## src/rtl/fpba_pkg.sv

```systemverilog
// Shared constants, codes and controller/datapath handshake types of the fit-policy allocator.
package fpba_pkg;

    // Fixed field widths of the item, result and configuration beats
    localparam int KIND_W     = 1;
    localparam int BIDX_W     = 4;
    localparam int SIZE_W     = 16;
    localparam int BCNT_W     = 5;
    localparam int MODE_W     = 2;
    localparam int CFG_IDX_W  = 1;
    localparam int CFG_DATA_W = 5;

    localparam logic [BCNT_W-1:0] BCNT_RESET = 5'd16;

    localparam logic [KIND_W-1:0] KIND_LOAD    = 1'b0;
    localparam logic [KIND_W-1:0] KIND_REQUEST = 1'b1;

    typedef enum logic [MODE_W-1:0] {
        MODE_BEST  = 2'd0,
        MODE_WORST = 2'd1,
        MODE_FIRST = 2'd2,
        MODE_NEXT  = 2'd3
    } t_mode;

    typedef enum logic [CFG_IDX_W-1:0] {
        CFG_POLICY_MODE = 1'b0,
        CFG_BLOCK_COUNT = 1'b1
    } t_cfg_idx;

    // Commands from the controller to the datapath
    typedef struct packed {
        logic capture;   // latch the incoming item beat
        logic load_wr;   // write a loaded size into the table
        logic scan_rd;   // issue one table read of the scan
        logic commit;    // write back the reduced size, form the result
        logic push;      // move the result into the output register
    } t_dp_cmd;

    // Status from the datapath to the controller
    typedef struct packed {
        logic in_is_load;  // incoming beat is a load
        logic count_zero;  // no block in use
        logic scan_last;   // this read is the last of the scan
        logic out_free;    // output register can take a result
    } t_dp_sts;

endpackage

```

## src/rtl/fpba_in_if.sv

```systemverilog
// Item channel of the fit-policy allocator: valid/ready with the item payload.
interface fpba_in_if;
    import fpba_pkg::*;

    logic              valid;
    logic              ready;
    logic [KIND_W-1:0] kind;
    logic [BIDX_W-1:0] block_index;
    logic [SIZE_W-1:0] size_value;

    modport source (output valid, output kind, output block_index, output size_value,
                    input ready);
    modport sink   (input valid, input kind, input block_index, input size_value,
                    output ready);
endinterface

```

## src/rtl/fpba_out_if.sv

```systemverilog
// Result channel of the fit-policy allocator: valid/ready with the result payload.
interface fpba_out_if;
    import fpba_pkg::*;

    logic              valid;
    logic              ready;
    logic              granted;
    logic [BIDX_W-1:0] block_number;
    logic [SIZE_W-1:0] remaining_size;

    modport source (output valid, output granted, output block_number, output remaining_size,
                    input ready);
    modport sink   (input valid, input granted, input block_number, input remaining_size,
                    output ready);
endinterface

```

## src/rtl/fpba_ram.sv

```systemverilog
// Generic single-write, single-read RAM with registered read data.
module fpba_ram #(
    parameter int WIDTH = 16,
    parameter int DEPTH = 16
) (
    input  logic                                        i_clk,
    input  logic                                        i_we,
    input  logic [((DEPTH > 1) ? $clog2(DEPTH) : 1)-1:0] i_waddr,
    input  logic [WIDTH-1:0]                            i_wdata,
    input  logic [((DEPTH > 1) ? $clog2(DEPTH) : 1)-1:0] i_raddr,
    output logic [WIDTH-1:0]                            o_rdata
);
    logic [WIDTH-1:0] r_mem [DEPTH];
    logic [WIDTH-1:0] r_rdata;

    always_ff @(posedge i_clk) begin
        if (i_we) begin
            r_mem[i_waddr] <= i_wdata;
        end
        r_rdata <= r_mem[i_raddr];
    end

    assign o_rdata = r_rdata;
endmodule

```

## src/rtl/fpba_ctrl.sv

```systemverilog
// Controller state machine of the fit-policy allocator: sequences load, scan and result.
module fpba_ctrl (
    input  logic              i_clk,
    input  logic              i_rst_n,
    input  logic              i_in_valid,
    output logic              o_in_ready,
    input  fpba_pkg::t_dp_sts i_sts,
    output fpba_pkg::t_dp_cmd o_cmd
);
    import fpba_pkg::*;

    typedef enum logic [2:0] {
        S_IDLE,
        S_LOAD,
        S_SCAN,
        S_DRAIN,
        S_COMMIT,
        S_RESULT
    } t_state;

    t_state r_state;
    t_state n_state;

    // Next state
    always_comb begin
        n_state = r_state;
        case (r_state)
            S_IDLE: begin
                if (i_in_valid) begin
                    if (i_sts.in_is_load) begin
                        n_state = S_LOAD;
                    end else if (i_sts.count_zero) begin
                        n_state = S_RESULT;
                    end else begin
                        n_state = S_SCAN;
                    end
                end
            end
            S_LOAD:   n_state = S_RESULT;
            S_SCAN: begin
                if (i_sts.scan_last) begin
                    n_state = S_DRAIN;
                end
            end
            S_DRAIN:  n_state = S_COMMIT;
            S_COMMIT: n_state = S_RESULT;
            S_RESULT: begin
                if (i_sts.out_free) begin
                    n_state = S_IDLE;
                end
            end
            default:  n_state = S_IDLE;
        endcase
    end

    // Command decode
    always_comb begin
        o_cmd         = '0;
        o_cmd.capture = (r_state == S_IDLE) && i_in_valid;
        o_cmd.load_wr = (r_state == S_LOAD);
        o_cmd.scan_rd = (r_state == S_SCAN);
        o_cmd.commit  = (r_state == S_COMMIT);
        o_cmd.push    = (r_state == S_RESULT) && i_sts.out_free;
    end

    assign o_in_ready = (r_state == S_IDLE);

    always_ff @(posedge i_clk) begin
        if (!i_rst_n) begin
            r_state <= S_IDLE;
        end else begin
            r_state <= n_state;
        end
    end
endmodule

```

## src/rtl/fpba_dp.sv

```systemverilog
// Datapath of the fit-policy allocator: configuration, free-size table, scan compare, result.
module fpba_dp #(
    parameter int NBLOCKS   = 16,
    parameter int SIZE_BITS = 16
) (
    input  logic                                i_clk,
    input  logic                                i_rst_n,
    input  logic                                i_cfg_we,
    input  logic [fpba_pkg::CFG_IDX_W-1:0]      i_cfg_idx,
    input  logic [fpba_pkg::CFG_DATA_W-1:0]     i_cfg_data,
    input  logic [fpba_pkg::KIND_W-1:0]         i_kind,
    input  logic [fpba_pkg::BIDX_W-1:0]         i_block_index,
    input  logic [fpba_pkg::SIZE_W-1:0]         i_size_value,
    input  fpba_pkg::t_dp_cmd                   i_cmd,
    output fpba_pkg::t_dp_sts                   o_sts,
    input  logic                                i_out_ready,
    output logic                                o_out_valid,
    output logic                                o_granted,
    output logic [fpba_pkg::BIDX_W-1:0]         o_block_number,
    output logic [fpba_pkg::SIZE_W-1:0]         o_remaining_size
);
    import fpba_pkg::*;

    localparam int IDX_W = (NBLOCKS > 1) ? $clog2(NBLOCKS) : 1;

    // Configuration
    t_mode             r_mode;
    logic [BCNT_W-1:0] r_bcount;
    logic [BCNT_W-1:0] count_eff;

    // Item and scan state
    logic [KIND_W-1:0]    r_kind;
    logic [BIDX_W-1:0]    r_bidx;
    logic [SIZE_BITS-1:0] r_size;
    logic [IDX_W-1:0]     r_idx;
    logic [IDX_W-1:0]     n_idx;
    logic [BCNT_W-1:0]    r_left;
    logic [IDX_W-1:0]     r_start;
    logic [IDX_W-1:0]     start_idx;
    logic [IDX_W-1:0]     r_ptr;
    logic                 r_rd_vld;
    logic [IDX_W-1:0]     r_rd_idx;
    logic                 r_found;
    logic [IDX_W-1:0]     r_pick;
    logic [SIZE_BITS-1:0] r_pick_size;

    // Result staging and output register
    logic              r_res_grant;
    logic [BIDX_W-1:0] r_res_num;
    logic [SIZE_W-1:0] r_res_rem;
    logic              r_out_vld;
    logic              r_out_grant;
    logic [BIDX_W-1:0] r_out_num;
    logic [SIZE_W-1:0] r_out_rem;

    // Table port
    logic                 ram_we;
    logic [IDX_W-1:0]     ram_waddr;
    logic [SIZE_BITS-1:0] ram_wdata;
    logic [SIZE_BITS-1:0] rd_data;
    logic [SIZE_BITS-1:0] rem_size;
    logic                 load_ok;
    logic                 fits;
    logic                 better;
    logic                 take;

    // Effective block count is capped at the table depth
    assign count_eff = (32'(r_bcount) > NBLOCKS) ? BCNT_W'(NBLOCKS) : r_bcount;

    // Next fit resumes at the kept pointer unless it went stale
    assign start_idx = ((r_mode == MODE_NEXT) && (32'(r_ptr) < 32'(count_eff))) ? r_ptr : '0;

    // Circular step through the blocks in use
    assign n_idx = ((32'(r_idx) + 32'd1) == 32'(count_eff)) ? '0 : r_idx + IDX_W'(1);

    assign load_ok  = (32'(r_bidx) < 32'(count_eff));
    assign rem_size = r_pick_size - r_size;

    // Candidate ranking; scan order keeps ties on the earliest block
    always_comb begin
        fits = (rd_data >= r_size);
        case (r_mode)
            MODE_BEST:  better = !r_found || (rd_data < r_pick_size);
            MODE_WORST: better = !r_found || (rd_data > r_pick_size);
            default:    better = !r_found;
        endcase
        take = r_rd_vld && fits && better;
    end

    // Table write: load beat or commit of a granted request
    always_comb begin
        ram_we    = (i_cmd.load_wr && load_ok) || (i_cmd.commit && r_found);
        ram_waddr = i_cmd.commit ? r_pick : IDX_W'(r_bidx);
        ram_wdata = i_cmd.commit ? rem_size : r_size;
    end

    fpba_ram #(
        .WIDTH (SIZE_BITS),
        .DEPTH (NBLOCKS)
    ) u_table (
        .i_clk   (i_clk),
        .i_we    (ram_we),
        .i_waddr (ram_waddr),
        .i_wdata (ram_wdata),
        .i_raddr (r_idx),
        .o_rdata (rd_data)
    );

    // Status to the controller
    always_comb begin
        o_sts            = '0;
        o_sts.in_is_load = (i_kind == KIND_LOAD);
        o_sts.count_zero = (count_eff == '0);
        o_sts.scan_last  = (r_left == BCNT_W'(1));
        o_sts.out_free   = !r_out_vld || i_out_ready;
    end

    // Control state
    always_ff @(posedge i_clk) begin
        if (!i_rst_n) begin
            r_mode    <= MODE_BEST;
            r_bcount  <= BCNT_RESET;
            r_ptr     <= '0;
            r_rd_vld  <= 1'b0;
            r_found   <= 1'b0;
            r_out_vld <= 1'b0;
        end else begin
            if (i_cfg_we) begin
                case (t_cfg_idx'(i_cfg_idx))
                    CFG_POLICY_MODE: r_mode   <= t_mode'(i_cfg_data[MODE_W-1:0]);
                    CFG_BLOCK_COUNT: r_bcount <= i_cfg_data[BCNT_W-1:0];
                    default:         r_bcount <= r_bcount;
                endcase
            end
            r_rd_vld <= i_cmd.scan_rd;
            if (i_cmd.capture) begin
                r_found <= 1'b0;
            end else if (take) begin
                r_found <= 1'b1;
            end
            if (i_cmd.commit && (r_mode == MODE_NEXT)) begin
                r_ptr <= r_found ? r_pick : r_start;
            end
            if (i_cmd.push) begin
                r_out_vld <= 1'b1;
            end else if (i_out_ready) begin
                r_out_vld <= 1'b0;
            end
        end
    end

    // Payload registers
    always_ff @(posedge i_clk) begin
        if (i_cmd.capture) begin
            r_kind      <= i_kind;
            r_bidx      <= i_block_index;
            r_size      <= SIZE_BITS'(i_size_value);
            r_idx       <= start_idx;
            r_start     <= start_idx;
            r_left      <= count_eff;
            r_res_grant <= 1'b0;
            r_res_num   <= '0;
            r_res_rem   <= '0;
        end else if (i_cmd.scan_rd) begin
            r_idx  <= n_idx;
            r_left <= r_left - BCNT_W'(1);
        end
        r_rd_idx <= r_idx;
        if (take) begin
            r_pick      <= r_rd_idx;
            r_pick_size <= rd_data;
        end
        if (i_cmd.commit && r_found && (r_kind == KIND_REQUEST)) begin
            r_res_grant <= 1'b1;
            r_res_num   <= BIDX_W'(r_pick);
            r_res_rem   <= SIZE_W'(rem_size);
        end
        if (i_cmd.push) begin
            r_out_grant <= r_res_grant;
            r_out_num   <= r_res_num;
            r_out_rem   <= r_res_rem;
        end
    end

    assign o_out_valid      = r_out_vld;
    assign o_granted        = r_out_grant;
    assign o_block_number   = r_out_num;
    assign o_remaining_size = r_out_rem;

`ifndef SYNTHESIS
    // The table is never written while a scan read is in flight
    a_no_write_in_scan: assert property (@(posedge i_clk) disable iff (!i_rst_n)
        ram_we |-> !r_rd_vld)
        else $error("table written during scan");

    // A result is pushed only when the output register can take it
    a_push_when_free: assert property (@(posedge i_clk) disable iff (!i_rst_n)
        i_cmd.push |-> o_sts.out_free)
        else $error("result pushed over a held beat");

    // Scan reads stay inside the blocks in use
    a_scan_in_range: assert property (@(posedge i_clk) disable iff (!i_rst_n)
        r_rd_vld |-> (32'(r_rd_idx) < 32'(count_eff)))
        else $error("scan read beyond block count");

    // A committed grant never underflows the chosen block
    a_commit_fits: assert property (@(posedge i_clk) disable iff (!i_rst_n)
        (i_cmd.commit && r_found) |-> (r_pick_size >= r_size))
        else $error("commit on a block that does not fit");

    // The next-fit pointer stays inside the table
    a_ptr_in_table: assert property (@(posedge i_clk) disable iff (!i_rst_n)
        1'b1 |=> (32'(r_ptr) < NBLOCKS))
        else $error("scan pointer beyond table");
`endif
endmodule

```

## src/rtl/fit_policy_block_allocator.sv

```systemverilog
// Fit-policy block allocator: keeps a table of free sizes for up to NBLOCKS blocks in a
// single RAM. A load beat writes one block's free size (ignored when its index is not below
// min(block_count, NBLOCKS)). A request beat scans the blocks in use one RAM read per cycle
// through the one read port of the table and picks one by policy_mode (best, worst, first or
// next fit), subtracts the request and returns granted, block number and remaining size. When
// no block is in use, the scan is skipped and no grant is returned. The result waits in an
// output register, and one item is worked at a time.
module fit_policy_block_allocator #(
    parameter int NBLOCKS   = 16,
    parameter int SIZE_BITS = 16
) (
    input  logic                            i_clk,
    input  logic                            i_rst_n,
    input  logic                            i_cfg_we,
    input  logic [fpba_pkg::CFG_IDX_W-1:0]  i_cfg_idx,
    input  logic [fpba_pkg::CFG_DATA_W-1:0] i_cfg_data,
    fpba_in_if.sink                         i_in,
    fpba_out_if.source                      o_out
);
    import fpba_pkg::*;

    t_dp_cmd cmd;
    t_dp_sts sts;
    logic    in_ready;

    fpba_ctrl u_ctrl (
        .i_clk      (i_clk),
        .i_rst_n    (i_rst_n),
        .i_in_valid (i_in.valid),
        .o_in_ready (in_ready),
        .i_sts      (sts),
        .o_cmd      (cmd)
    );

    fpba_dp #(
        .NBLOCKS   (NBLOCKS),
        .SIZE_BITS (SIZE_BITS)
    ) u_dp (
        .i_clk            (i_clk),
        .i_rst_n          (i_rst_n),
        .i_cfg_we         (i_cfg_we),
        .i_cfg_idx        (i_cfg_idx),
        .i_cfg_data       (i_cfg_data),
        .i_kind           (i_in.kind),
        .i_block_index    (i_in.block_index),
        .i_size_value     (i_in.size_value),
        .i_cmd            (cmd),
        .o_sts            (sts),
        .i_out_ready      (o_out.ready),
        .o_out_valid      (o_out.valid),
        .o_granted        (o_out.granted),
        .o_block_number   (o_out.block_number),
        .o_remaining_size (o_out.remaining_size)
    );

    assign i_in.ready = in_ready;
endmodule
```

## src/flat_wrapper.sv

```systemverilog
// flat-port wrapper written by rule: the top's interface ports become plain ports
module fit_policy_block_allocator_flat import fpba_pkg::*;
#(
    parameter int NBLOCKS   = 16,
    parameter int SIZE_BITS = 16
)
  (i_clk, i_rst_n, i_cfg_we, i_cfg_idx, i_cfg_data, i_in_valid, i_in_kind, i_in_block_index, i_in_size_value, i_in_ready, o_out_valid, o_out_granted, o_out_block_number, o_out_remaining_size, o_out_ready);
  fpba_in_if i_in_i ();
  fpba_out_if o_out_i ();
  input  logic i_clk;
  input  logic i_rst_n;
  input  logic i_cfg_we;
  input  logic [fpba_pkg::CFG_IDX_W-1:0] i_cfg_idx;
  input  logic [fpba_pkg::CFG_DATA_W-1:0] i_cfg_data;
  input wire logic [$bits(i_in_i.valid)-1:0] i_in_valid;
  input wire logic [$bits(i_in_i.kind)-1:0] i_in_kind;
  input wire logic [$bits(i_in_i.block_index)-1:0] i_in_block_index;
  input wire logic [$bits(i_in_i.size_value)-1:0] i_in_size_value;
  output wire logic [$bits(i_in_i.ready)-1:0] i_in_ready;
  output wire logic [$bits(o_out_i.valid)-1:0] o_out_valid;
  output wire logic [$bits(o_out_i.granted)-1:0] o_out_granted;
  output wire logic [$bits(o_out_i.block_number)-1:0] o_out_block_number;
  output wire logic [$bits(o_out_i.remaining_size)-1:0] o_out_remaining_size;
  input wire logic [$bits(o_out_i.ready)-1:0] o_out_ready;
  assign i_in_i.valid = i_in_valid;
  assign i_in_i.kind = i_in_kind;
  assign i_in_i.block_index = i_in_block_index;
  assign i_in_i.size_value = i_in_size_value;
  assign i_in_ready = i_in_i.ready;
  assign o_out_valid = o_out_i.valid;
  assign o_out_granted = o_out_i.granted;
  assign o_out_block_number = o_out_i.block_number;
  assign o_out_remaining_size = o_out_i.remaining_size;
  assign o_out_i.ready = o_out_ready;
  fit_policy_block_allocator #(.NBLOCKS(NBLOCKS), .SIZE_BITS(SIZE_BITS)) u_core (.i_clk(i_clk), .i_rst_n(i_rst_n), .i_cfg_we(i_cfg_we), .i_cfg_idx(i_cfg_idx), .i_cfg_data(i_cfg_data), .i_in(i_in_i), .o_out(o_out_i));
endmodule
```

## config.mk

```make
export PLATFORM = sky130hd
export DESIGN_NAME = fit_policy_block_allocator_flat
export DESIGN_NICKNAME = d
export VERILOG_FILES = /design/src/rtl/fpba_pkg.sv /design/src/rtl/fpba_in_if.sv /design/src/rtl/fpba_out_if.sv /design/src/rtl/fpba_ram.sv /design/src/rtl/fpba_ctrl.sv /design/src/rtl/fpba_dp.sv /design/src/rtl/fit_policy_block_allocator.sv /design/src/flat_wrapper.sv
export SDC_FILE = /design/constraint.sdc
export NUM_CORES = 1
export LEC_CHECK = 0
export BUFFER_PORTS_ARGS = -buffer_cell sky130_fd_sc_hd__buf_4
export CORE_ASPECT_RATIO = 0.7
export CORE_MARGIN = 8
export CORE_UTILIZATION = 45
export DETAILED_ROUTE_END_ITERATION = 8
export SKIP_CTS_REPAIR_TIMING = 1
export SYNTH_ARGS = -nofsm -noshare
export SYNTH_HDL_FRONTEND = slang
export SYNTH_SLANG_ARGS = --single-unit
```

## constraint.sdc

```tcl
create_clock -name i_clk -period 3.3 [get_ports i_clk]
set_input_delay 0.165 -clock i_clk [delete_from_list [all_inputs] [get_ports i_clk]]
set_output_delay 0.165 -clock i_clk [all_outputs]
set_load 0.02 [all_outputs]
```

==> results of run 1 <==
## final cells by class
cell class | instances | share of cell area
repair buffers | 138 | 0.0592
well taps | 480 | 0.0310
inverters | 45 | 0.00873
multi-input cells | 617 | 0.250
clock buffers | 47 | 0.0552
flip-flops and latches | 389 | 0.584
clock inverters | 22 | 0.0118
## sequential cells by signal, summed over array words and instances, names as in the netlist, 5 cells and up
register	cells
u_core.u_dp.u_table.r_mem	256
u_core.u_dp.r_size	16
u_core.u_dp.r_pick_size	16
u_core.u_dp.r_left	5
u_core.u_dp.r_res_rem	16
u_core.u_dp.r_bcount	5
u_core.u_dp.o_remaining_size	16
u_core.u_dp.u_table.o_rdata	16
## path summary, 6_finish.rpt
path | startpoint | to | slack (ns) | cells past startpoint
setup / recovery | u_core.u_dp.r_pick_size[15] | u_core.u_dp.r_pick[2] | 0.24 | 7
hold / removal | i_in_valid | u_core.u_dp.r_idx[3] | 0.24 | 3
setup reg to reg | u_core.u_dp.r_pick_size[15] | u_core.u_dp.r_pick[2] | 0.24 | 7
hold reg to reg | u_core.u_dp.r_rd_idx[0] | u_core.u_dp.r_pick[0] | 0.40 | 0
## stage by stage
stage | cell area [um2] | setup slack, ns | std cells | hold slack (ns)
3_5_place_dp | 17700 | 0.231 | 1635 | 0.345
2_1_floorplan | 16500 | 0.259 | 1093 | 0.237
6_report | 19400 | 0.241 | 1738 | 0.235
4_1_cts | 19000 | 0.206 | 1704 | -0.223
5_1_grt | 19400 | 0.166 | 1738 | 0.279
3_3_place_gp | 17700 | 0.229 | 1635 | 0.345
## tightest hold or removal path, delay by kind of cell
kind,cells,cell delay [ns]
buffers and inverters,1,0.11
AND/OR/NAND/NOR,2,0.29
## layout by cell type (no fill, tap or decap), types with 14 or more instances in the layout
cell type / Yosys / routed
buf_4: 1 / 102
mux4_2: 32 / 32
clkbuf_16: 0 / 41
dlygate4sd3_1: 0 / 34
nor2_1: 61 / 49
nand2_1: 81 / 81
edfxtp_1: 351 / 351
a221oi_1: 17 / 16
dfxtp_1: 38 / 38
nand3_1: 14 / 14
a22oi_1: 16 / 16
nor3_1: 15 / 14
mux2i_1: 60 / 60
o21ai_0: 55 / 55
a21oi_1: 49 / 49
inv_1: 44 / 44
ha_1: 56 / 56
## logic make-up (layout without fill, tap and decap cells)
kind of cell | after synthesis | count (layout)
adder cells (fa/ha/maj) | 57 | 57
flip-flops | 389 | 389
AND/OR/NAND/NOR | 233 | 233
AO/OA/AOI/OAI | 206 | 206
multiplexers | 102 | 102
XOR/XNOR | 19 | 19
buffers and inverters | 87 | 252
## Yosys cell counts, drive strengths merged (3+ instances only)
cell type / number
mux4: 32
xnor2: 9
mux2i: 60
nor4b: 3
edfxtp: 351
nor2b: 6
a32o: 3
nand3: 14
buf: 22
o31ai: 4
and3: 6
dfxtp: 38
a22oi: 16
mux2: 10
nand2b: 7
nor3b: 7
o22ai: 3
nand2: 81
a21o: 8
a2111oi: 3
inv: 44
xor2: 9
nor2: 61
a31oi: 7
clkbuf: 20
nand4: 11
nor3: 15
a21oi: 49
o211ai: 4
ha: 56
a221oi: 17
and2: 13
a211oi: 12
o21ai: 58
o21a: 5
## layer usage
layer	routed length, um	part of all wire	GRT usage
met3	3270	0.082	0.0433
met4	1080	0.027	0.0602
met2	16100	0.40	0.246
met5	0	0	0
met1	19400	0.49	0.285
## power by group through the flow
stage,clock [W],combinational (W),sequential [W]
detailed placement,0,0.00401,0.00654
floorplan,0,0.00257,0.00644
global placement,0,0.00398,0.00652
finish,0.00448,0.00407,0.00644
CTS,0.00457,0.00403,0.00644
global route,0.00475,0.00444,0.00648
==> results.yml, run 1 <==
outcome:
  status: "finished, final reports clean"
logic_synthesis:
  synthCells: 1093
  yosysSeqAreaShare: 0.687
  synthXorXnorAreaFrac: 0.0110
  synth_compound_area_frac: 0.0823
  syn_area_per_cell_um2: 15.1
  synth_fa_ha_area_frac: 0.0438
  async_reset_ff_frac: 0
  netlist.area_leader.share: 0.641
  muxShareOfSynthArea: 0.0872
  synth.distinct_cells: 67
  ys_warn_count: 0
  synth_top_cell_by_area: "edfxtp_1"
  synthFlopType: "edfxtp_1"
  synth-edff-count: 351
  synth.area.top_cells: "edfxtp_1 64%, dfxtp_1 4.6%, mux4_2 4.4%"
  yosys.area_share.simple: 0.0672
  ys_ff_latch: 389
  syn_nets: 1182
  synthesis.area_mm2: 0.0165
  synth_top_family_by_area: "multiplexers"
place:
  port-buffer-count: 54
  finalWeightedCongestion: 0.894
  hpwl_mm: 27.0
timing:
  skew_ns: 0.0171
  max_freq_mhz: 327
  maxSlewViolCount: 0
  setup_viol: 0
  rsz0062_at_grt: "no"
  final_hold_viol_count: 0
  period_share: 0.927
  period_needed_ns: 3.06
  relSlewSlack: 0.346
  finalSetupTns_ns: 0
  tightest_slew_ns: 0.977
final_layout:
  n_antenna_cell: 0
  seq_area_mm2: 0.0113
  drive_gt1_frac: 0.188
  nFillCells: 2967
  area_growth_pct: 17.6
  postLayoutCoreUtil: 0.538
  nets: 1319
  multiInputGateArea_mm2: 0.00484
cts:
  clkTransAtPathRegs_ns: 0.06
  cts.sink_count: 389
  numCtsBuffers: 39
  cts_tree: "built"
  worstSkewPairLatency_ns: 0.54
  cts-htree-levels: 2
  cts_max_path_buffers: 3
  clockRootBuffer: "clkbuf_16"
detailed_routing:
  final_antenna_net_count: 0
  routed_wl_mm: 39.9
  drcViolationCount: 0
  drt_iter0_markers: 1018
  vias_per_cell: 5.63
  dr.pass1.iters: 5
  wl_per_cell_um: 22.9
  vias: 9786
floorplan:
  die_w_um: 245
  start_util: 0.457
  rows: 58
  die-area_mm2: 0.0430
  die_h_um: 176
  io_pins: 55
  core_area_mm2: 0.0360
power:
  switching_share: 0.317
  combPwrFrac: 0.272
  power_leakage_nw: 6.94
  pwr_density_cell_mw_per_mm2: 775
  max-vdd-ir-drop_v: 0.000447
  power_w: 0.0150
  internal_power_w: 0.0102
  switchingPower_w: 0.00475
  p_clk_frac: 0.299
  power_frac_seq: 0.429
critical_path:
  cp_max_fo: 20
  critPathLaunchType: "flop"
  crit_buf_inv: 2
  slowest_delay_ns: 0.71
  path_class: "flop to flop"
  path_delay_family: "compound AO/OA/AOI/OAI gates"
  critPathSlowestCell: "a2111oi_0"
  crit_arrival_ns: 3.27
  worstPathRequired_ns: 3.51
  endpoint_kind: "flop"
  crit_path_cell_trace: "inv_1 -> ha_1 -> nand4_1 -> a2111oi_0 -> o311ai_0 -> a221oi_2 -> buf_4"
global_routing:
  grt_pass1_wl_mm: 59.2
  first_global_vias: 9234
  grt_start_max_net_pins: 103
  track_usage: 0.183
  grt_overflow: 0
  antenna_found_initial: 0
worst_hold_path:
  hold_class: "input port to flop"
flow_run:
  cap_violations: 0
Note: power is estimated with default switching activity, not from simulation.
==> inputs of run 2 (changes only) <==
- REMOVE_ABC_BUFFERS: unset -> 1
==> results.yml, run 2 (synthesized netlist as in run 1, its figures left out) <==
outcome:
  status: "finished, final reports clean"
floorplan:
  die-area_mm2: 0.0430
  die_w_um: 245
  core_area_mm2: 0.0360
  die_h_um: 176
  start_util: 0.457
  io_pins: 55
  rows: 58
critical_path:
  rr_worst_depth: 9
  worstPathRequired_ns: 3.51
  slowest_delay_ns: 0.47
  r2r_slack_ns: 0.27
  crit_arrival_ns: 3.24
  critPathSlowestCell: "dfxtp_1"
  path_delay_family: "compound AO/OA/AOI/OAI gates"
  cp_common_cell: "a21o_1"
  path_class: "flop to flop"
  r2r_start: "u_core.u_dp.r_bcount[4]"
  crit_buf_inv: 2
  critPathLaunchType: "flop"
  endpoint_kind: "flop"
  crit_path_cell_trace: "clkinv_1 -> nand2_1 -> ha_1 -> a21o_1 -> a21o_1 -> a2111oi_4 -> o22ai_1 -> nor2_2 -> buf_4"
  reg2reg_to: "u_core.u_dp.u_table.r_mem[2][13]"
  cp_max_fo: 16
detailed_routing:
  vias: 9691
  drcViolationCount: 0
  routed_wl_mm: 38.7
  vias_per_cell: 5.58
  wl_per_cell_um: 22.3
  drt_iter0_markers: 889
  final_antenna_net_count: 0
  dr.pass1.iters: 4
global_routing:
  use_met2: 0.250
  track_usage: 0.177
  grt_overflow: 0
  grt_start_max_net_pins: 103
  antenna_found_initial: 0
  grt_busiest_layer: "met1"
  grt_pass1_wl_mm: 58.1
  gr-usage-met3: 0.0389
  first_global_vias: 9406
  grt_util_met1: 0.273
timing:
  final_hold_viol_count: 0
  setup_viol: 0
  fin_ws_ns: 0.270
  maxSlewViolCount: 0
  relSlewSlack: 0.349
  max_freq_mhz: 330
  tightest_slew_ns: 0.972
  period_needed_ns: 3.03
  hold_slack_ns: 0.102
  period_share: 0.918
  skew_ns: 0.0193
  rsz0062_at_grt: "no"
flow_run:
  cap_violations: 0
power:
  power_leakage_nw: 6.90
  pwr_density_cell_mw_per_mm2: 764
  max-vdd-ir-drop_v: 0.000549
final_layout:
  drive_gt1_frac: 0.181
  area_growth_pct: 17.0
  nets: 1318
  n_antenna_cell: 0
  final_cell_mix: "351 x edfxtp_1, 103 x buf_4, 81 x nand2_1"
  largest-register: "u_core.u_dp.u_table.r_mem"
  largest_register_ffs: 256
  final_common_cell: "edfxtp_1"
worst_hold_path:
  hold_class: "input port to flop"
  hold_start: "i_in_valid"
  whs_endpoint: "u_core.u_dp.r_res_grant"
  holdPathStages: 5
cts:
  cts_max_path_buffers: 3
  cts_tree: "built"
  clkTransAtPathRegs_ns: 0.06
  cts.sink_count: 389
  worstSkewPairLatency_ns: 0.54
  clockRootBuffer: "clkbuf_16"
  cts-htree-levels: 2
  numCtsBuffers: 38
place:
  port-buffer-count: 54
  pre_cts_ws_ns: 0.318
  hpwl_mm: 26.1
  finalWeightedCongestion: 0.857
-- run 2: per-layer routing --
| metal | vias to the layer above | wire (um) |
|---|---|---|
| li1 | 4501 | - |
| met1 | 4858 | 18800 |
| met2 | 282 | 16400 |
| met3 | 50 | 2740 |
| met4 | 0 | 728 |
| met5 | - | 0 |
-- run 2: cell type report --
class | instances | area (um2)
Inverter | 45 | 169
Clock inverter | 18 | 121
Multi-Input combinational cell | 617 | 4830
Timing Repair Buffer | 138 | 1130
Fill cell | 2986 | 16700
Tap cell | 480 | 601
Clock buffer | 51 | 1090
Sequential cell | 389 | 11300
-- run 2: how the worst max path moves through the flow --
stage | to | depth (start not counted) | slack (ns) | startpoint
global placement | u_core.u_dp.u_table.r_mem[1][9] | 9 | 0.45 | u_core.u_dp.r_bcount[4]
detailed placement | u_core.u_dp.u_table.r_mem[2][10] | 9 | 0.32 | u_core.u_dp.r_bcount[4]
global route | u_core.u_dp.r_pick_size[8] | 7 | 0.02 | u_core.u_dp.r_pick_size[15]
CTS | u_core.u_dp.u_table.r_mem[2][3] | 9 | 0.30 | u_core.u_dp.r_bcount[4]
finish | u_core.u_dp.u_table.r_mem[2][13] | 9 | 0.27 | u_core.u_dp.r_bcount[4]
floorplan | u_core.u_dp.r_idx[1] | 6 | -2.06 | u_core.u_dp.r_idx[0]
-- run 2: tightest hold or removal path: stages --
cell and delay, ns:
buf_4 0.08, nand2_1 0.04, buf_4 0.18, nand2_1 0.08
nand2_1 0.04
-- run 2: power breakdown --
part,switching [W],total (W),internal (W)
registers,0.000285,0.00645,0.00616
logic,0.00259,0.00405,0.00146
clock network,0.00180,0.00421,0.00241
total,0.00468,0.0147,0.0100
-- run 2: per-stage QoR --
stage	power (W)	area (um2)	setup TNS (ns)	utilization	cells
global route	0.0154	19200	0	0.535	1738
CTS	0.0148	18900	0	0.525	1704
global placement	0.0105	17700	0	0.492	1635
detailed placement	0.0105	17700	0	0.492	1635
finish	0.0147	19200	0	0.535	1738
floorplan	0.00903	16300	-32.51	-	1051
